File: config.mk
export PLATFORM = sky130hd
export DESIGN_NAME = isotp_receiver_reassembly_flat
export DESIGN_NICKNAME = d
export VERILOG_FILES = /design/src/isotp_pkg.sv /design/src/isotp_if.sv /design/src/isotp_front.sv /design/src/isotp_queue.sv /design/src/isotp_back.sv /design/src/isotp_receiver_reassembly.sv /design/src/flat_wrapper.sv
export SDC_FILE = /design/constraint.sdc
export NUM_CORES = 1
export LEC_CHECK = 0
export BUFFER_PORTS_ARGS = -buffer_cell sky130_fd_sc_hd__buf_2
export CORE_MARGIN = 4
export CORE_UTILIZATION = 30
export DETAILED_ROUTE_END_ITERATION = 12
export HOLD_SLACK_MARGIN = 0.05
export PLACE_DENSITY = 0.48
export RECOVER_POWER = 100
export SLEW_MARGIN = 20
export SYNTH_ARGS = -nofsm -noshare
export SYNTH_HDL_FRONTEND = slang
export SYNTH_HIERARCHICAL = 1
export SYNTH_SLANG_ARGS = --single-unit
File: constraint.sdc
create_clock -name clk -period 15.88 [get_ports clk]
set_input_delay 0.794 -clock clk [delete_from_list [all_inputs] [get_ports clk]]
set_output_delay 0.794 -clock clk [all_outputs]
set_load 0.005 [all_outputs]
File: src/isotp_pkg.sv
// Shared types and codes of the ISO-TP receive reassembly block.
`default_nettype none

package isotp_pkg;

	// Frame types taken from the upper nibble of the protocol control byte.
	localparam logic [3:0] FT_SINGLE = 4'd0;
	localparam logic [3:0] FT_FIRST  = 4'd1;
	localparam logic [3:0] FT_CONSEC = 4'd2;

	localparam logic [3:0] SN_MASK = 4'hf;

	// Result kinds.
	localparam logic [1:0] KIND_DATA  = 2'd0;
	localparam logic [1:0] KIND_FC    = 2'd1;
	localparam logic [1:0] KIND_ERROR = 2'd2;

	// Error codes.
	localparam logic [1:0] ERR_SEQUENCE = 2'd0;
	localparam logic [1:0] ERR_FF_BUSY  = 2'd1;
	localparam logic [1:0] ERR_UNEXP_CF = 2'd2;
	localparam logic [1:0] ERR_LENGTH   = 2'd3;

	// Register indexes on the configuration port.
	localparam logic REG_BLOCK_SIZE = 1'b0;
	localparam logic REG_ST_MIN     = 1'b1;

	localparam int QUEUE_DEPTH_DEF = 2;

	// One unit of work handed from the classifier to the result sequencer.
	typedef struct packed {
		logic              is_err;
		logic [1:0]        err_code;
		logic [7:0][7:0]   bytes;
		logic [2:0]        n_data;
		logic [11:0]       base;
		logic [11:0]       length;
		logic              done;
		logic [28:0]       src;
		logic              fc;
		logic [7:0]        fc_bs;
		logic [7:0]        fc_st;
	} job_t;

endpackage

`default_nettype wire

File: src/isotp_if.sv
// Valid/ready channel interfaces for received frames and result items.
`default_nettype none

interface isotp_frame_if;
	logic        valid;
	logic        ready;
	logic [28:0] can_id;
	logic        id_type;
	logic [3:0]  dlc;
	logic [7:0]  byte0;
	logic [7:0]  byte1;
	logic [7:0]  byte2;
	logic [7:0]  byte3;
	logic [7:0]  byte4;
	logic [7:0]  byte5;
	logic [7:0]  byte6;
	logic [7:0]  byte7;

	modport source (
		output valid, can_id, id_type, dlc, byte0, byte1, byte2, byte3,
		       byte4, byte5, byte6, byte7,
		input  ready
	);
	modport sink (
		input  valid, can_id, id_type, dlc, byte0, byte1, byte2, byte3,
		       byte4, byte5, byte6, byte7,
		output ready
	);
endinterface

interface isotp_result_if;
	logic        valid;
	logic        ready;
	logic [1:0]  kind;
	logic [7:0]  data_byte;
	logic [11:0] byte_offset;
	logic [11:0] message_length;
	logic        message_done;
	logic [28:0] source_id;
	logic [7:0]  fc_block_size;
	logic [7:0]  fc_st_min;
	logic [1:0]  error_code;
	logic        last;

	modport source (
		output valid, kind, data_byte, byte_offset, message_length, message_done,
		       source_id, fc_block_size, fc_st_min, error_code, last,
		input  ready
	);
	modport sink (
		input  valid, kind, data_byte, byte_offset, message_length, message_done,
		       source_id, fc_block_size, fc_st_min, error_code, last,
		output ready
	);
endinterface

`default_nettype wire

File: src/isotp_front.sv
// Frame classifier: holds the reception state and turns each frame into a job.
`default_nettype none

module isotp_front (
	input  wire logic          clk,
	input  wire logic          arst_n,
	isotp_frame_if.sink        frame,
	input  wire logic [7:0]    bs_limit,
	input  wire logic [7:0]    st_min,
	output isotp_pkg::job_t    push_data,
	output logic               push_valid,
	input  wire logic          push_ready
);

	logic        rx_phase_q;
	logic [28:0] peer_id_q;
	logic [3:0]  expected_sn_q;
	logic [11:0] total_length_q;
	logic [11:0] byte_index_q;
	logic [7:0]  block_count_q;

	logic        rx_phase_d;
	logic [28:0] peer_id_d;
	logic [3:0]  expected_sn_d;
	logic [11:0] total_length_d;
	logic [11:0] byte_index_d;
	logic [7:0]  block_count_d;

	logic [3:0]  dlc_eff;
	logic [3:0]  frame_type;
	logic [3:0]  nib;
	logic [11:0] ff_len;
	logic [11:0] remaining;
	logic [2:0]  n_cf;
	logic        cf_done;
	logic [7:0]  bc_next;
	logic        accept;
	logic        emit;
	isotp_pkg::job_t job;

	assign frame.ready = push_ready;
	assign accept      = frame.valid && push_ready;
	assign push_valid  = frame.valid && emit;
	assign push_data   = job;

	assign dlc_eff    = (frame.dlc > 4'd8) ? 4'd8 : frame.dlc;
	assign frame_type = frame.byte0[7:4];
	assign nib        = frame.byte0[3:0];
	assign ff_len     = {nib, frame.byte1};
	assign remaining  = (total_length_q > byte_index_q) ?
	                    (total_length_q - byte_index_q) : 12'd0;
	assign n_cf       = (remaining < 12'd7) ? remaining[2:0] : 3'd7;
	assign cf_done    = (remaining <= 12'd7);
	assign bc_next    = block_count_q + 8'd1;

	always_comb begin
		job            = '0;
		job.src        = frame.can_id;
		job.bytes      = {8'd0, frame.byte7, frame.byte6, frame.byte5, frame.byte4,
		                  frame.byte3, frame.byte2, frame.byte1};
		emit           = 1'b0;
		rx_phase_d     = rx_phase_q;
		peer_id_d      = peer_id_q;
		expected_sn_d  = expected_sn_q;
		total_length_d = total_length_q;
		byte_index_d   = byte_index_q;
		block_count_d  = block_count_q;

		if (dlc_eff != 4'd0) begin
			priority if (frame_type == isotp_pkg::FT_SINGLE) begin
				emit = 1'b1;
				if (nib == 4'd0 || nib > 4'd7 || ({1'b0, dlc_eff} < ({1'b0, nib} + 5'd1))) begin
					job.is_err   = 1'b1;
					job.err_code = isotp_pkg::ERR_LENGTH;
				end else begin
					job.n_data = nib[2:0];
					job.length = {8'd0, nib};
					job.done   = 1'b1;
				end
			end else if (frame_type == isotp_pkg::FT_FIRST) begin
				emit = 1'b1;
				if (rx_phase_q) begin
					job.is_err   = 1'b1;
					job.err_code = isotp_pkg::ERR_FF_BUSY;
				end else if (ff_len < 12'd8 || dlc_eff < 4'd8) begin
					job.is_err   = 1'b1;
					job.err_code = isotp_pkg::ERR_LENGTH;
				end else begin
					job.bytes      = {8'd0, 8'd0, frame.byte7, frame.byte6, frame.byte5,
					                  frame.byte4, frame.byte3, frame.byte2};
					job.n_data     = 3'd6;
					job.length     = ff_len;
					job.fc         = 1'b1;
					job.fc_bs      = bs_limit;
					job.fc_st      = st_min;
					peer_id_d      = frame.can_id;
					total_length_d = ff_len;
					byte_index_d   = 12'd6;
					block_count_d  = 8'd0;
					expected_sn_d  = 4'd1;
					rx_phase_d     = 1'b1;
				end
			end else if (frame_type == isotp_pkg::FT_CONSEC) begin
				if (!rx_phase_q) begin
					emit         = 1'b1;
					job.is_err   = 1'b1;
					job.err_code = isotp_pkg::ERR_UNEXP_CF;
				end else if (frame.can_id != peer_id_q) begin
					// A frame from another sender is dropped silently.
					emit = 1'b0;
				end else if (nib != expected_sn_q) begin
					emit         = 1'b1;
					job.is_err   = 1'b1;
					job.err_code = isotp_pkg::ERR_SEQUENCE;
					rx_phase_d   = 1'b0;
				end else if (dlc_eff < ({1'b0, n_cf} + 4'd1)) begin
					emit         = 1'b1;
					job.is_err   = 1'b1;
					job.err_code = isotp_pkg::ERR_LENGTH;
					rx_phase_d   = 1'b0;
				end else begin
					job.n_data    = n_cf;
					job.base      = byte_index_q;
					job.length    = total_length_q;
					job.done      = cf_done;
					job.src       = peer_id_q;
					byte_index_d  = byte_index_q + {9'd0, n_cf};
					expected_sn_d = (expected_sn_q + 4'd1) & isotp_pkg::SN_MASK;
					if (cf_done) begin
						rx_phase_d = 1'b0;
					end else if (bs_limit != 8'd0) begin
						block_count_d = bc_next;
						if (bc_next >= bs_limit) begin
							block_count_d = 8'd0;
							job.fc        = 1'b1;
							job.fc_bs     = bs_limit;
							job.fc_st     = st_min;
						end
					end
					emit = (n_cf != 3'd0) || job.fc;
				end
			end else begin
				emit = 1'b0;
			end
		end
	end

	always_ff @(posedge clk or negedge arst_n) begin
		if (!arst_n) begin
			rx_phase_q     <= 1'b0;
			peer_id_q      <= '0;
			expected_sn_q  <= '0;
			total_length_q <= '0;
			byte_index_q   <= '0;
			block_count_q  <= '0;
		end else if (accept) begin
			rx_phase_q     <= rx_phase_d;
			peer_id_q      <= peer_id_d;
			expected_sn_q  <= expected_sn_d;
			total_length_q <= total_length_d;
			byte_index_q   <= byte_index_d;
			block_count_q  <= block_count_d;
		end
	end

endmodule

`default_nettype wire

File: src/isotp_queue.sv
// Small job queue between the classifier and the result sequencer.
`default_nettype none

module isotp_queue #(
	parameter int DEPTH = isotp_pkg::QUEUE_DEPTH_DEF
) (
	input  wire logic             clk,
	input  wire logic             arst_n,
	input  wire logic             push_valid,
	output logic                  push_ready,
	input  wire isotp_pkg::job_t  push_data,
	output logic                  pop_valid,
	input  wire logic             pop_ready,
	output isotp_pkg::job_t       pop_data
);

	localparam int PTR_W = (DEPTH > 1) ? $clog2(DEPTH) : 1;
	localparam int CNT_W = $clog2(DEPTH + 1);

	isotp_pkg::job_t  mem_q [DEPTH];
	logic [PTR_W-1:0] wr_ptr_q;
	logic [PTR_W-1:0] rd_ptr_q;
	logic [CNT_W-1:0] count_q;
	logic             do_push;
	logic             do_pop;

	assign push_ready = (count_q != CNT_W'(DEPTH));
	assign pop_valid  = (count_q != '0);
	assign pop_data   = mem_q[rd_ptr_q];
	assign do_push    = push_valid && push_ready;
	assign do_pop     = pop_valid && pop_ready;

	always_ff @(posedge clk) begin
		if (do_push) begin
			mem_q[wr_ptr_q] <= push_data;
		end
	end

	always_ff @(posedge clk or negedge arst_n) begin
		if (!arst_n) begin
			wr_ptr_q <= '0;
			rd_ptr_q <= '0;
			count_q  <= '0;
		end else begin
			if (do_push) begin
				wr_ptr_q <= (wr_ptr_q == PTR_W'(DEPTH - 1)) ? '0 : wr_ptr_q + 1'b1;
			end
			if (do_pop) begin
				rd_ptr_q <= (rd_ptr_q == PTR_W'(DEPTH - 1)) ? '0 : rd_ptr_q + 1'b1;
			end
			if (do_push && !do_pop) begin
				count_q <= count_q + 1'b1;
			end else if (do_pop && !do_push) begin
				count_q <= count_q - 1'b1;
			end
		end
	end

endmodule

`default_nettype wire

File: src/isotp_back.sv
// Result sequencer: expands one job into data, flow control or error items.
`default_nettype none

module isotp_back (
	input  wire logic             clk,
	input  wire logic             arst_n,
	input  wire logic             job_valid,
	output logic                  job_pop,
	input  wire isotp_pkg::job_t  job,
	isotp_result_if.source        result
);

	logic [2:0] idx_q;
	logic [3:0] last_idx;
	logic       emit_last;
	logic       load;
	logic       is_data;

	assign last_idx  = job.is_err ? 4'd0 :
	                   ({1'b0, job.n_data} + {3'd0, job.fc} - 4'd1);
	assign emit_last = ({1'b0, idx_q} == last_idx);
	assign load      = job_valid && (!result.valid || result.ready);
	assign job_pop   = load && emit_last;
	assign is_data   = (idx_q < job.n_data);

	always_ff @(posedge clk or negedge arst_n) begin
		if (!arst_n) begin
			result.valid          <= 1'b0;
			idx_q                 <= '0;
			result.kind           <= isotp_pkg::KIND_DATA;
			result.data_byte      <= '0;
			result.byte_offset    <= '0;
			result.message_length <= '0;
			result.message_done   <= 1'b0;
			result.source_id      <= '0;
			result.fc_block_size  <= '0;
			result.fc_st_min      <= '0;
			result.error_code     <= isotp_pkg::ERR_SEQUENCE;
			result.last           <= 1'b0;
		end else if (load) begin
			result.valid     <= 1'b1;
			idx_q            <= emit_last ? 3'd0 : idx_q + 3'd1;
			result.last      <= emit_last;
			result.source_id <= job.src;
			priority if (job.is_err) begin
				result.kind           <= isotp_pkg::KIND_ERROR;
				result.data_byte      <= '0;
				result.byte_offset    <= '0;
				result.message_length <= '0;
				result.message_done   <= 1'b0;
				result.fc_block_size  <= '0;
				result.fc_st_min      <= '0;
				result.error_code     <= job.err_code;
			end else if (is_data) begin
				result.kind           <= isotp_pkg::KIND_DATA;
				result.data_byte      <= job.bytes[idx_q];
				result.byte_offset    <= job.base + {9'd0, idx_q};
				result.message_length <= job.length;
				result.message_done   <= job.done && (idx_q == job.n_data - 3'd1);
				result.fc_block_size  <= '0;
				result.fc_st_min      <= '0;
				result.error_code     <= isotp_pkg::ERR_SEQUENCE;
			end else begin
				result.kind           <= isotp_pkg::KIND_FC;
				result.data_byte      <= '0;
				result.byte_offset    <= '0;
				result.message_length <= job.length;
				result.message_done   <= 1'b0;
				result.fc_block_size  <= job.fc_bs;
				result.fc_st_min      <= job.fc_st;
				result.error_code     <= isotp_pkg::ERR_SEQUENCE;
			end
		end else if (result.ready) begin
			result.valid <= 1'b0;
		end
	end

endmodule

`default_nettype wire

File: src/isotp_receiver_reassembly.sv
// Top level of the ISO-TP receive reassembly block.
//
// Usage: received classic CAN frames enter on the frame channel, one item
// per frame, valid/ready. Results leave on the result channel, one item per
// delivered data byte, flow control request or error; result.last marks the
// final item caused by a frame. Frames that cause nothing (empty, flow
// control or unknown types, foreign consecutive frames) are taken and dropped.
// Block size and STmin are set over the APB port (0x0 and 0x4), by the user
// only while idle; the block itself does not enforce it. A frame's first
// result passes the job queue and then the output register. The sequencer
// emits one result per cycle while the receiver is ready, 1 to 8 per frame;
// frames are accepted every cycle while the job queue (QUEUE_DEPTH entries)
// has room, so classification runs ahead of a busy or stalled output.
// Reset clears the reception state, the queue, the output register and both
// configuration registers. When the result receiver stalls, the output
// register holds its item, the queue fills, and then frame.ready falls.
`default_nettype none

module isotp_receiver_reassembly #(
	parameter int QUEUE_DEPTH = isotp_pkg::QUEUE_DEPTH_DEF
) (
	input  wire logic        clk,
	input  wire logic        arst_n,
	isotp_frame_if.sink      frame,
	isotp_result_if.source   result,
	input  wire logic        psel,
	input  wire logic        penable,
	input  wire logic        pwrite,
	input  wire logic [2:0]  paddr,
	input  wire logic [31:0] pwdata,
	output logic [31:0]      prdata,
	output logic             pready
);

	logic [7:0]      bs_limit_q;
	logic [7:0]      st_min_q;
	logic            cfg_write;
	isotp_pkg::job_t push_data;
	logic            push_valid;
	logic            push_ready;
	isotp_pkg::job_t pop_data;
	logic            pop_valid;
	logic            pop_ready;

	assign pready    = 1'b1;
	assign cfg_write = psel && penable && pwrite && pready;
	assign prdata    = (paddr[2] == isotp_pkg::REG_ST_MIN) ? {24'd0, st_min_q} :
	                   {24'd0, bs_limit_q};

	always_ff @(posedge clk or negedge arst_n) begin
		if (!arst_n) begin
			bs_limit_q <= '0;
			st_min_q   <= '0;
		end else if (cfg_write) begin
			unique case (paddr[2])
				isotp_pkg::REG_BLOCK_SIZE: bs_limit_q <= pwdata[7:0];
				isotp_pkg::REG_ST_MIN:     st_min_q   <= pwdata[7:0];
				default:                   bs_limit_q <= bs_limit_q;
			endcase
		end
	end

	isotp_front u_front (
		.clk        (clk),
		.arst_n     (arst_n),
		.frame      (frame),
		.bs_limit   (bs_limit_q),
		.st_min     (st_min_q),
		.push_data  (push_data),
		.push_valid (push_valid),
		.push_ready (push_ready)
	);

	isotp_queue #(
		.DEPTH (QUEUE_DEPTH)
	) u_queue (
		.clk        (clk),
		.arst_n     (arst_n),
		.push_valid (push_valid),
		.push_ready (push_ready),
		.push_data  (push_data),
		.pop_valid  (pop_valid),
		.pop_ready  (pop_ready),
		.pop_data   (pop_data)
	);

	isotp_back u_back (
		.clk       (clk),
		.arst_n    (arst_n),
		.job_valid (pop_valid),
		.job_pop   (pop_ready),
		.job       (pop_data),
		.result    (result)
	);

endmodule

`default_nettype wire
File: src/flat_wrapper.sv
// flat-port wrapper written by rule: the top's interface ports become plain ports
module isotp_receiver_reassembly_flat 
#(
	parameter int QUEUE_DEPTH = isotp_pkg::QUEUE_DEPTH_DEF
)
  (clk, arst_n, psel, penable, pwrite, paddr, pwdata, prdata, pready, frame_valid, frame_can_id, frame_id_type, frame_dlc, frame_byte0, frame_byte1, frame_byte2, frame_byte3, frame_byte4, frame_byte5, frame_byte6, frame_byte7, frame_ready, result_valid, result_kind, result_data_byte, result_byte_offset, result_message_length, result_message_done, result_source_id, result_fc_block_size, result_fc_st_min, result_error_code, result_last, result_ready);
  isotp_frame_if frame_i ();
  isotp_result_if result_i ();
  input  wire logic clk;
  input  wire logic arst_n;
  input  wire logic psel;
  input  wire logic penable;
  input  wire logic pwrite;
  input  wire logic [2:0] paddr;
  input  wire logic [31:0] pwdata;
  output logic [31:0] prdata;
  output logic pready;
  input wire logic [$bits(frame_i.valid)-1:0] frame_valid;
  input wire logic [$bits(frame_i.can_id)-1:0] frame_can_id;
  input wire logic [$bits(frame_i.id_type)-1:0] frame_id_type;
  input wire logic [$bits(frame_i.dlc)-1:0] frame_dlc;
  input wire logic [$bits(frame_i.byte0)-1:0] frame_byte0;
  input wire logic [$bits(frame_i.byte1)-1:0] frame_byte1;
  input wire logic [$bits(frame_i.byte2)-1:0] frame_byte2;
  input wire logic [$bits(frame_i.byte3)-1:0] frame_byte3;
  input wire logic [$bits(frame_i.byte4)-1:0] frame_byte4;
  input wire logic [$bits(frame_i.byte5)-1:0] frame_byte5;
  input wire logic [$bits(frame_i.byte6)-1:0] frame_byte6;
  input wire logic [$bits(frame_i.byte7)-1:0] frame_byte7;
  output wire logic [$bits(frame_i.ready)-1:0] frame_ready;
  output wire logic [$bits(result_i.valid)-1:0] result_valid;
  output wire logic [$bits(result_i.kind)-1:0] result_kind;
  output wire logic [$bits(result_i.data_byte)-1:0] result_data_byte;
  output wire logic [$bits(result_i.byte_offset)-1:0] result_byte_offset;
  output wire logic [$bits(result_i.message_length)-1:0] result_message_length;
  output wire logic [$bits(result_i.message_done)-1:0] result_message_done;
  output wire logic [$bits(result_i.source_id)-1:0] result_source_id;
  output wire logic [$bits(result_i.fc_block_size)-1:0] result_fc_block_size;
  output wire logic [$bits(result_i.fc_st_min)-1:0] result_fc_st_min;
  output wire logic [$bits(result_i.error_code)-1:0] result_error_code;
  output wire logic [$bits(result_i.last)-1:0] result_last;
  input wire logic [$bits(result_i.ready)-1:0] result_ready;
  assign frame_i.valid = frame_valid;
  assign frame_i.can_id = frame_can_id;
  assign frame_i.id_type = frame_id_type;
  assign frame_i.dlc = frame_dlc;
  assign frame_i.byte0 = frame_byte0;
  assign frame_i.byte1 = frame_byte1;
  assign frame_i.byte2 = frame_byte2;
  assign frame_i.byte3 = frame_byte3;
  assign frame_i.byte4 = frame_byte4;
  assign frame_i.byte5 = frame_byte5;
  assign frame_i.byte6 = frame_byte6;
  assign frame_i.byte7 = frame_byte7;
  assign frame_ready = frame_i.ready;
  assign result_valid = result_i.valid;
  assign result_kind = result_i.kind;
  assign result_data_byte = result_i.data_byte;
  assign result_byte_offset = result_i.byte_offset;
  assign result_message_length = result_i.message_length;
  assign result_message_done = result_i.message_done;
  assign result_source_id = result_i.source_id;
  assign result_fc_block_size = result_i.fc_block_size;
  assign result_fc_st_min = result_i.fc_st_min;
  assign result_error_code = result_i.error_code;
  assign result_last = result_i.last;
  assign result_i.ready = result_ready;
  isotp_receiver_reassembly #(.QUEUE_DEPTH(QUEUE_DEPTH)) u_core (.clk(clk), .arst_n(arst_n), .frame(frame_i), .result(result_i), .psel(psel), .penable(penable), .pwrite(pwrite), .paddr(paddr), .pwdata(pwdata), .prdata(prdata), .pready(pready));
endmodule
# After elaboration in Yosys (flattened, before gate mapping)
# Memories as Yosys holds them, arrays and structs flattened.
# Cells that the tools add are included.
# Widths: inputs -> output; s select.
# word_totals
elab_cells	224
output_inout_bits	118
input_bits	140
mem_bits_rw	282
ff_bits	173
memories	1
# memory_table
memory	words	width	read_ports	rd_ports_with_merged_regs	write_ports	line_no	text
u_core.u_queue.mem_q	2	141	1	0	1	isotp_queue.sv:20	isotp_pkg::job_t mem_q [DEPTH];
# op_classes
order_cmp	12
n_eq_ne	13
bitwise_logic	4
mux	120
n_reduce_logical	36
addsub	15
# op_table
operator	n
$mux 74	5
$mux 17	14
$mux 12	17
$mux 8	19
$mux 141	1
$mux 64	2
$mux 59	2
$mux 46	1
$mux 3	15
$mux 4	10
$mux 30	1
$ne 29x29->1	1
$mux 1	26
$add 12x3->12	2
$bmux 8 s3	1
$mux 13	1
$gt 12x12->1	1
$le 12x3->1 const B	1
$lt 12x3->1 const B	1
$lt 12x4->1 const B	1
$ne 2x2->1 const B	6
$reduce_and 12->1	1
$reduce_bool 2->1	6
$sub 12x12->12	1
other kinds (39)	64

# Depth between registers and ports, before layout
# Gate-level depths: netlist of run 1.
# logic_depth
depth_word	29
depth_mapped	27
mapped_depth_nobuf	26

# Cells and area by module
# Netlist of run 1, hierarchy kept.
# modules_own_cells
mod	n_inst	seq_area_each_um2	cells_each	area_each_um2
isotp_queue	1	8568.2	457	10692.8
isotp_front	1	1651.6	818	6364.9
isotp_back	1	2177.1	324	4241.6
isotp_receiver_reassembly	1	400.4	70	922.1

# Least setup slack after synthesis of run 1
# Ideal clock, no wire load.
# synth_timing
kind	register to register
startpoint	register u_core.u_front.byte_index_q[1]
endpoint	memory u_core/u_queue/mem_q[0][0] in the netlist's numbering, enable pin
slack_ns	4.872
period_less_slack_ns	11.008
required_time_ns	15.237
arrival_time_ns	10.365
stages_incl_launch_ff	23
setup_time_ns	0.643
path_cell_list	dfrtp_1 inv_1 ha_1 nor2b_4 o31a_1 o31a_1 or4_4 a221oi_4 buf_6 nand3_1 nand2_1 inv_1 ha_1 inv_1 ha_1 and2_1 o21ai_0 a21oi_1 clkbuf_1 or2_1 a21oi_1 nand2_1 nor2_1
# synth_between
elab_chain_len	25
word_cells_on_any_way	31
# synth_rtl
element	line_no	text
start: declaration	isotp_front.sv:19	logic [11:0] byte_index_q;
start signal: assignment	isotp_front.sv:161	byte_index_q <= byte_index_d;
$sub 12x12->12 / $gt 12x12->1 (equally long branches)	isotp_front.sv:51, isotp_front.sv:50	
$mux 12 *	isotp_front.sv:50	assign remaining = (total_length_q > byte_index_q) ?
$le 12x3->1	isotp_front.sv:53	assign cf_done = (remaining <= 12'd7);
$mux 17	isotp_front.sv:129	if (cf_done) begin
$mux 17	isotp_front.sv:116	end else if (dlc_eff < ({1'b0, n_cf} + 4'd1)) begin
$mux 17	isotp_front.sv:111	end else if (nib != expected_sn_q) begin
$mux 17	isotp_front.sv:108	end else if (frame.can_id != peer_id_q) begin
$mux 17	isotp_front.sv:104	if (!rx_phase_q) begin
[10 not listed]	--	
$mux 1 *	isotp_front.sv:80	end else if (frame_type == isotp_pkg::FT_FIRST) begin
$mux 1 *	isotp_front.sv:70	priority if (frame_type == isotp_pkg::FT_SINGLE) begin
$mux 1 *	isotp_front.sv:69	if (dlc_eff != 4'd0) begin
$logic_and 1x1->1 *	isotp_front.sv:43	assign push_valid = frame.valid && emit;
net u_core.push_valid	isotp_receiver_reassembly.sv:39	logic push_valid;
$logic_and 1x1->1 *	isotp_queue.sv:30	assign do_push = push_valid && push_ready;
$mux 1 *	isotp_queue.sv:34	if (do_push) begin
$mux 1 (implied by the code) *	isotp_queue.sv:35	mem_q[wr_ptr_q] <= push_data;
end: declaration	isotp_queue.sv:20	
# Mark *: on every way through the listed nets, which the timed path passes. The rest lies on a longest branch. The select of a mux whose other input is x is not followed.

# Worst setup path after layout of run 1
# layout_timing
startpoint	register u_core.u_front.byte_index_q[1]
endpoint	memory u_core/u_queue/mem_q[0][92] in the netlist's numbering, enable pin
# The elaborated chain is that of the path after synthesis.

==> results of run 1 <==
[sequential cells by signal, indices dropped and copies added, names as in the netlist, 2 cells and up]
signal,count
u_core/u_back/result.byte_offset,12
u_core/u_front/byte_index_q,12
u_core/u_queue/count_q,2
u_core/u_back/result.error_code,2
u_core/u_front/block_count_q,8
u_core/u_back/idx_q,3
u_core/u_front/total_length_q,12
u_core/u_back/result.message_length,12
u_core/u_back/result.fc_block_size,8
u_core/u_back/result.source_id,29
u_core/st_min_q,8
u_core/u_front/expected_sn_q,4
u_core/bs_limit_q,8
u_core/u_back/result.data_byte,8
u_core/u_back/result.fc_st_min,8
u_core/u_back/result.kind,2
u_core/u_queue/mem_q,282
u_core/u_front/peer_id_q,29
[cell families (layout without fill, tap and decap cells)]
logic type / count (synthesis) / count (layout) / share of synthesized area (%)
AOI/OAI and AO/OA: 236 / 236 / 7.83
adders and majority gates: 50 / 50 / 2.92
muxes: 264 / 264 / 15.7
xor gates and xnor gates: 64 / 64 / 2.52
buffers and inverters: 189 / 370 / 4.49
other: 3 / 36 / 0.0507
and+or+nand+nor: 408 / 408 / 8.86
DFF: 455 / 455 / 57.6
[report_power, final]
group          leakage (nW)  switching (mW)  total [mW]  internal, mW
Combinational          4.62           0.685        1.30         0.615
Clock                 0.801           0.475        1.16         0.686
Sequential             4.71           0.148        1.60          1.46
Total                  10.1            1.31        4.07          2.76
[stage by stage]
stage	utilization (%)	worst slack [ns]	total power, mW	hold slack, ns
2_1_floorplan	-	4.87	2.58	0.456
3_3_place_gp	32.8	7.79	2.96	0.457
3_5_place_dp	32.8	7.70	2.99	0.465
4_1_cts	35.0	7.68	4.17	0.163
5_1_grt	34.5	4.25	4.31	0.434
6_report	34.5	5.03	4.07	0.468
[layer usage]
layer	vias up	part of all wire (%)
li1	6395	-
met3	66	4.5
met1	6980	44
met4	0	1.8
met5	-	0
met2	289	49
[area by class of cell]
class / instances / area (um^2) / area share (%)
Inverter: 52 / 195 / 0.772
Tap cell: 959 / 1200 / 4.75
Sequential cell: 455 / 12800 / 50.6
Antenna cell: 3 / 7.51 / 0.0297
Multi-Input combinational cell: 1055 / 8410 / 33.3
Clock buffer: 75 / 1470 / 5.80
Clock inverter: 17 / 180 / 0.713
Timing Repair Buffer: 226 / 1030 / 4.07
[synth_stat cells, drive strengths merged, types with 4 or more instances]
cell,n
edfxtp,282
mux2,243
nand2,217
dfrtp,173
buf,75
clkbuf,62
inv,52
nor2,49
o21ai,48
ha,47
a22o,45
xor2,45
a21oi,41
nor3,19
xnor2,19
nand3,17
mux4,16
and2,15
nor4,15
nand4,14
a21boi,13
o21a,13
nand2b,10
o211ai,10
and3,9
nor2b,9
or2,9
a211oi,8
a21o,7
a31oi,7
mux2i,5
o2111ai,5
nor4b,4
or4b,4
[path summary, 6_finish.rpt]
path                                                         from                                endpoint  depth (start not counted)
max in group asynchronous                                  arst_n       u_core/u_back/result.data_byte[2]                          2
min reg2reg                u_core/u_back/result.message_length[2]  u_core/u_back/result.message_length[2]                          2
min in group asynchronous                                  arst_n            u_core/u_front/peer_id_q[13]                          1
max                                u_core/u_front/byte_index_q[1]             u_core/u_queue/mem_q[0][92]                         21
min                                                     pwdata[5]                      u_core/st_min_q[5]                          2
max reg2reg                        u_core/u_front/byte_index_q[1]             u_core/u_queue/mem_q[0][92]                         21
[worst register-to-register path: cells and delay by family, from the launching register on]
family	cells	cell delay, ns
DFF	1	0.50
and+or+nand+nor	6	3.56
adders and majority gates	3	1.09
AOI/OAI and AO/OA	7	3.05
buffers and inverters	5	2.23
==> results.yml, run 1 <==
routing:
  first_pass_iters: 6
  drcViolationCount: 0
  vias_per_cell: 4.83
  finalWirelength_mm: 58.2
  vias: 13700
  wl_per_cell_um: 20.5
  ant_nets: 0
  dr.first_iter.drc_count: 924
sta:
  fin_crit_sh_pct: 68.3
  worstMarginPinSlew_ns: 3.75
  rsz0062_at_grt: "no"
  fmax_mhz: 92.1
  setup-tns-final_ns: 0
  finalSetupViolations: 0
  min_period_ns: 10.85
  hold_viol: 0
  skew_ns: 0.0134
  report.final.slew_viol_count: 613
  max_slew_margin_pct: -150
run_status:
  violations: "capacitance limit, slew limit"
  status: "finished with violations"
placement:
  place_area_um2: 24000
  io_buffers: 205
  place_inst: 2747
  place_congestion: 0.887
  post-dp-hpwl_mm: 39.8
final_layout:
  nNetsFinal: 2030
  final_area_um2: 25300
  final_cells: 2842
  nFillCells: 7275
  drive_gt1_share_pct: 23.9
  final_cell_mix: "edfxtp_1 (282), nand2_1 (216), dfrtp_1 (173)"
  areaGrowthSynthToFinish_pct: 13.8
  final_common_cell: "edfxtp_1"
clocking:
  postCtsHoldBufs: 0
  root_buffer: "clkbuf_16"
  cts_resized: 0
  clk_pin_slew_ns: 0.06
  post_cts_buffers: 0
  cts.sinks: 455
  cts_tree: "done"
  clockBufferDepth: 3
  cts_made_buffers: 50
  h-tree-depth: 2
  clk_latency_ns: 0.58
floorplanning:
  dieWidth_um: 280
  dieArea_um2: 78500
  coreArea_um2: 73200
  start_util_pct: 30.4
  rows: 99
  die_y_um: 280
  ios: 258
critical_path:
  critPathMaxFanout: 73
  worst-setup-path-type: "reg -> reg"
  cp-start-kind: "flop"
  rrSetupSlack_ns: 5.03
  cp_slowest_stage_delay_ns: 2.11
  worstPathRequired_ns: 16.07
  cp.buffers_inverters: 5
  crit_top_cell: "ha_1"
  cpLargestDelayFamily: "simple AND/OR/NAND/NOR gates"
  cp_slowest_cell: "nor2_1"
  critical_path_arrival_ns: 11.05
  cp_cell_sequence: "inv_1 -> ha_1 -> nor2b_1 -> o31a_1 -> o31a_1 -> or4_2 -> a221oi_1 -> a31oi_1 -> ha_1 -> inv_1 -> ha_1 -> and2_0 -> o21ai_0 -> a21oi_1 -> clkbuf_1 -> or2_0 -> a21oi_1 -> nand2_1 -> nor2_1 -> buf_4 -> buf_4"
  cp-end-kind: "flop"
power:
  ir_worst_vdd_mv: 0.0922
  p_per_area_nw_per_um2: 161
  leakagePower_nw: 10.1
synth:
  yosysUniqueCellTypes: 89
  synth.avg_cell_area_um2: 13.3
  ys_warn_count: 6
  ys_seq_area_share_pct: 57.6
  synth-seq-cells: 455
  ys.flop_type: "edfxtp_1"
  postSynthCellCount: 1669
  syn_area_um2: 22200
  async_reset_ff_share_pct: 38.0
  yosys.area.top_type_share_pct: 38.1
  synthTopCellsByArea: "edfxtp_1 (38%), dfrtp_1 (19%), mux2_2 (8.3%)"
  synth_area_leader_cell: "edfxtp_1"
  synth_edf_count: 282
global_route:
  grt_pass1_wl_mm: 87.9
  met3_usage_pct: 2.66
  grt_max_degree: 77
  grt_usage_pct: 14.5
  grt-ovfl-total: 0
  grt_pass1_vias: 14200
  gr-usage-met2_pct: 25.1
  use_met1_pct: 19.1
  grt_antenna_before_repair: 4
  top_usage_layer: "met2"
job:
  drv_cap: 14
hold_path:
  hp-class: "in -> reg"
No activity file was read; power rests on OpenSTA's default activity.
==> run 2, diff against run 1 <==
clock period = 10.4 ns   (was 15.88 ns; I/O delays follow)
==> run 2 against run 1 <==
Compared with the run above:
- the flow still finishes with violations (capacitance limit, slew limit)
- combinational power grew 55%
- critical path depth shrank 12
- clock power grew 53%
- clock skew grew 0.0094 ns
- design area grew 0.49%
- largest power group unchanged
- global-route usage is essentially flat
- wire length grew 0.32%
- via count shrank 0.29%
- flip-flop and latch count is the same
- non-clock buffer count is the same
- register-to-register slack lost 2.7 ns
- critical endpoint is now u_core/u_back/result.data_byte[4]
==> results.yml, run 2 (same netlist as run 1, synthesis figures left out) <==
sta:
  min_period_ns: 8.09
  max_slew_margin_pct: -192
  worstMarginPinSlew_ns: 4.38
  holdWs_ns: 0.182
  hold_viol: 0
  fin_crit_sh_pct: 77.8
  report.final.slew_viol_count: 463
  setup-tns-final_ns: 0
  finalSetupViolations: 0
  fin_ws_ns: 2.31
  skew_ns: 0.0228
  fmax_mhz: 124
  rsz0062_at_grt: "no"
critical_path:
  cp-end-kind: "flop"
  rrSetupSlack_ns: 2.31
  cp-start-kind: "flop"
  worstPathRequired_ns: 10.92
  critPathMaxFanout: 50
  worst-setup-path-type: "reg -> reg"
  critical_path_arrival_ns: 8.61
power:
  ir_worst_vdd_mv: 0.128
  leakagePower_nw: 10.2
  p_per_area_nw_per_um2: 246
  total_power_mw: 6.25
routing:
  wl_per_cell_um: 20.5
  vias: 13700
  wl_met1_mm: 26.1
  finalWirelength_mm: 58.4
  vias_per_cell: 4.80
  drcViolationCount: 0
  route.met2.wl_mm: 27.6
  top_layer_used: "met5"
  ant_nets: 0
  dr.first_iter.drc_count: 725
  dr_wl_met3_mm: 2.86
  first_pass_iters: 5
final_layout:
  final_common_cell: "edfxtp_1"
  final_cell_mix: "edfxtp_1 (282), nand2_1 (216), dfrtp_1 (173)"
  top_register: "u_core/u_queue/mem_q"
  largest_register_ffs: 282
  nFillCells: 7145
  nNetsFinal: 2032
  largest_registers: "u_core/u_queue/mem_q: 282 flops, u_core/u_back/result.source_id: 29 flops, u_core/u_front/peer_id_q: 29 flops"
  areaGrowthSynthToFinish_pct: 14.3
  final_area_um2: 25400
  final_cells: 2850
  drive_gt1_share_pct: 24.5
  final_core_util_pct: 34.7
placement:
  io_buffers: 205
  dp_slack_ns: 3.19
  place_inst: 2745
  place_area_um2: 24000
  post-dp-hpwl_mm: 40.4
  place_congestion: 0.833
floorplanning:
  coreArea_um2: 73200
  ios: 258
  dieWidth_um: 280
  dieArea_um2: 78500
  start_util_pct: 30.4
  rows: 99
  die_y_um: 280
run_status:
  status: "finished with violations"
  violations: "capacitance limit, slew limit"
hold_path:
  hp-class: "in -> reg"
clocking:
  clk_pin_slew_ns: 0.06
  root_buffer: "clkbuf_16"
  clockBufferDepth: 3
  cts.sinks: 455
  cts_resized: 0
  h-tree-depth: 2
  clk_latency_ns: 0.59
  cts_tree: "done"
  cts_made_buffers: 52
global_route:
  grt_usage_pct: 14.5
  grt_pass1_vias: 14200
  grt_pass1_wl_mm: 87.6
  grt_max_degree: 114
  grt-ovfl-total: 0
  grt_antenna_before_repair: 7
job:
  drv_cap: 10
-- run 2: changes by cell type in the layout (fill, tap and decap cells not counted), sizes merged, moves of 3 or more --
| cell | change |
|---|---|
| buf | -8 |
| clkbuf | +7 |
| clkinv | +6 |
| diode | +3 |
-- run 2: critical path, cell delays in order (launching register included) --
cell,delay [ns]
dfrtp_1,2.20
clkbuf_1,2.46
mux2_1,0.53
inv_1,0.07
ha_1,0.30
nor2b_1,0.13
a221oi_1,0.63
nor3b_2,0.88
clkbuf_1,0.54
a22o_1,0.22
-- run 2: routing by layer --
metal | vias up | global-route usage [%]
li1 | 6410 | -
met1 | 6883 | 19.3
met2 | 306 | 23.9
met3 | 89 | 2.75
met4 | 2 | 5.03
met5 | - | 0
-- run 2: what timing repair did --
item / in CTS / in global routing
hold buffers: 1 / 0
buffers inserted: 0 / 0
endpoints found under the hold margin: 71 / 0
-- run 2: cell type report --
class                   count  area [um^2]  area share (%)
clock inverters            22          185           0.729
clock buffers              75         1480            5.82
flip-flops and latches    455        12800            50.4
multi-input cells        1055         8460            33.3
well taps                 959         1200            4.72
repair buffers            226         1070            4.22
diodes                      6         15.0          0.0591
inverters                  52          195           0.768
-- run 2: path summary, 6_finish.rpt --
path | from | endpoint | cells after the start
max in group asynchronous | arst_n | u_core/u_front/block_count_q[7] | 4
max | u_core/u_queue/rd_ptr_q | u_core/u_back/result.data_byte[4] | 9
min in group asynchronous | arst_n | u_core/u_back/result.source_id[10] | 2
max reg2reg | u_core/u_queue/rd_ptr_q | u_core/u_back/result.data_byte[4] | 9
min reg2reg | u_core/u_back/result.last | u_core/u_back/result.last | 1
min | pwdata[0] | u_core/st_min_q[0] | 2
-- run 2: report_power, final --
part / switching, mW / total, mW / leakage [nW] / internal [mW]
clock network: 0.733 / 1.77 / 0.814 / 1.04
logic: 1.04 / 2.01 / 4.65 / 0.974
registers: 0.238 / 2.47 / 4.71 / 2.23
total: 2.01 / 6.25 / 10.2 / 4.24
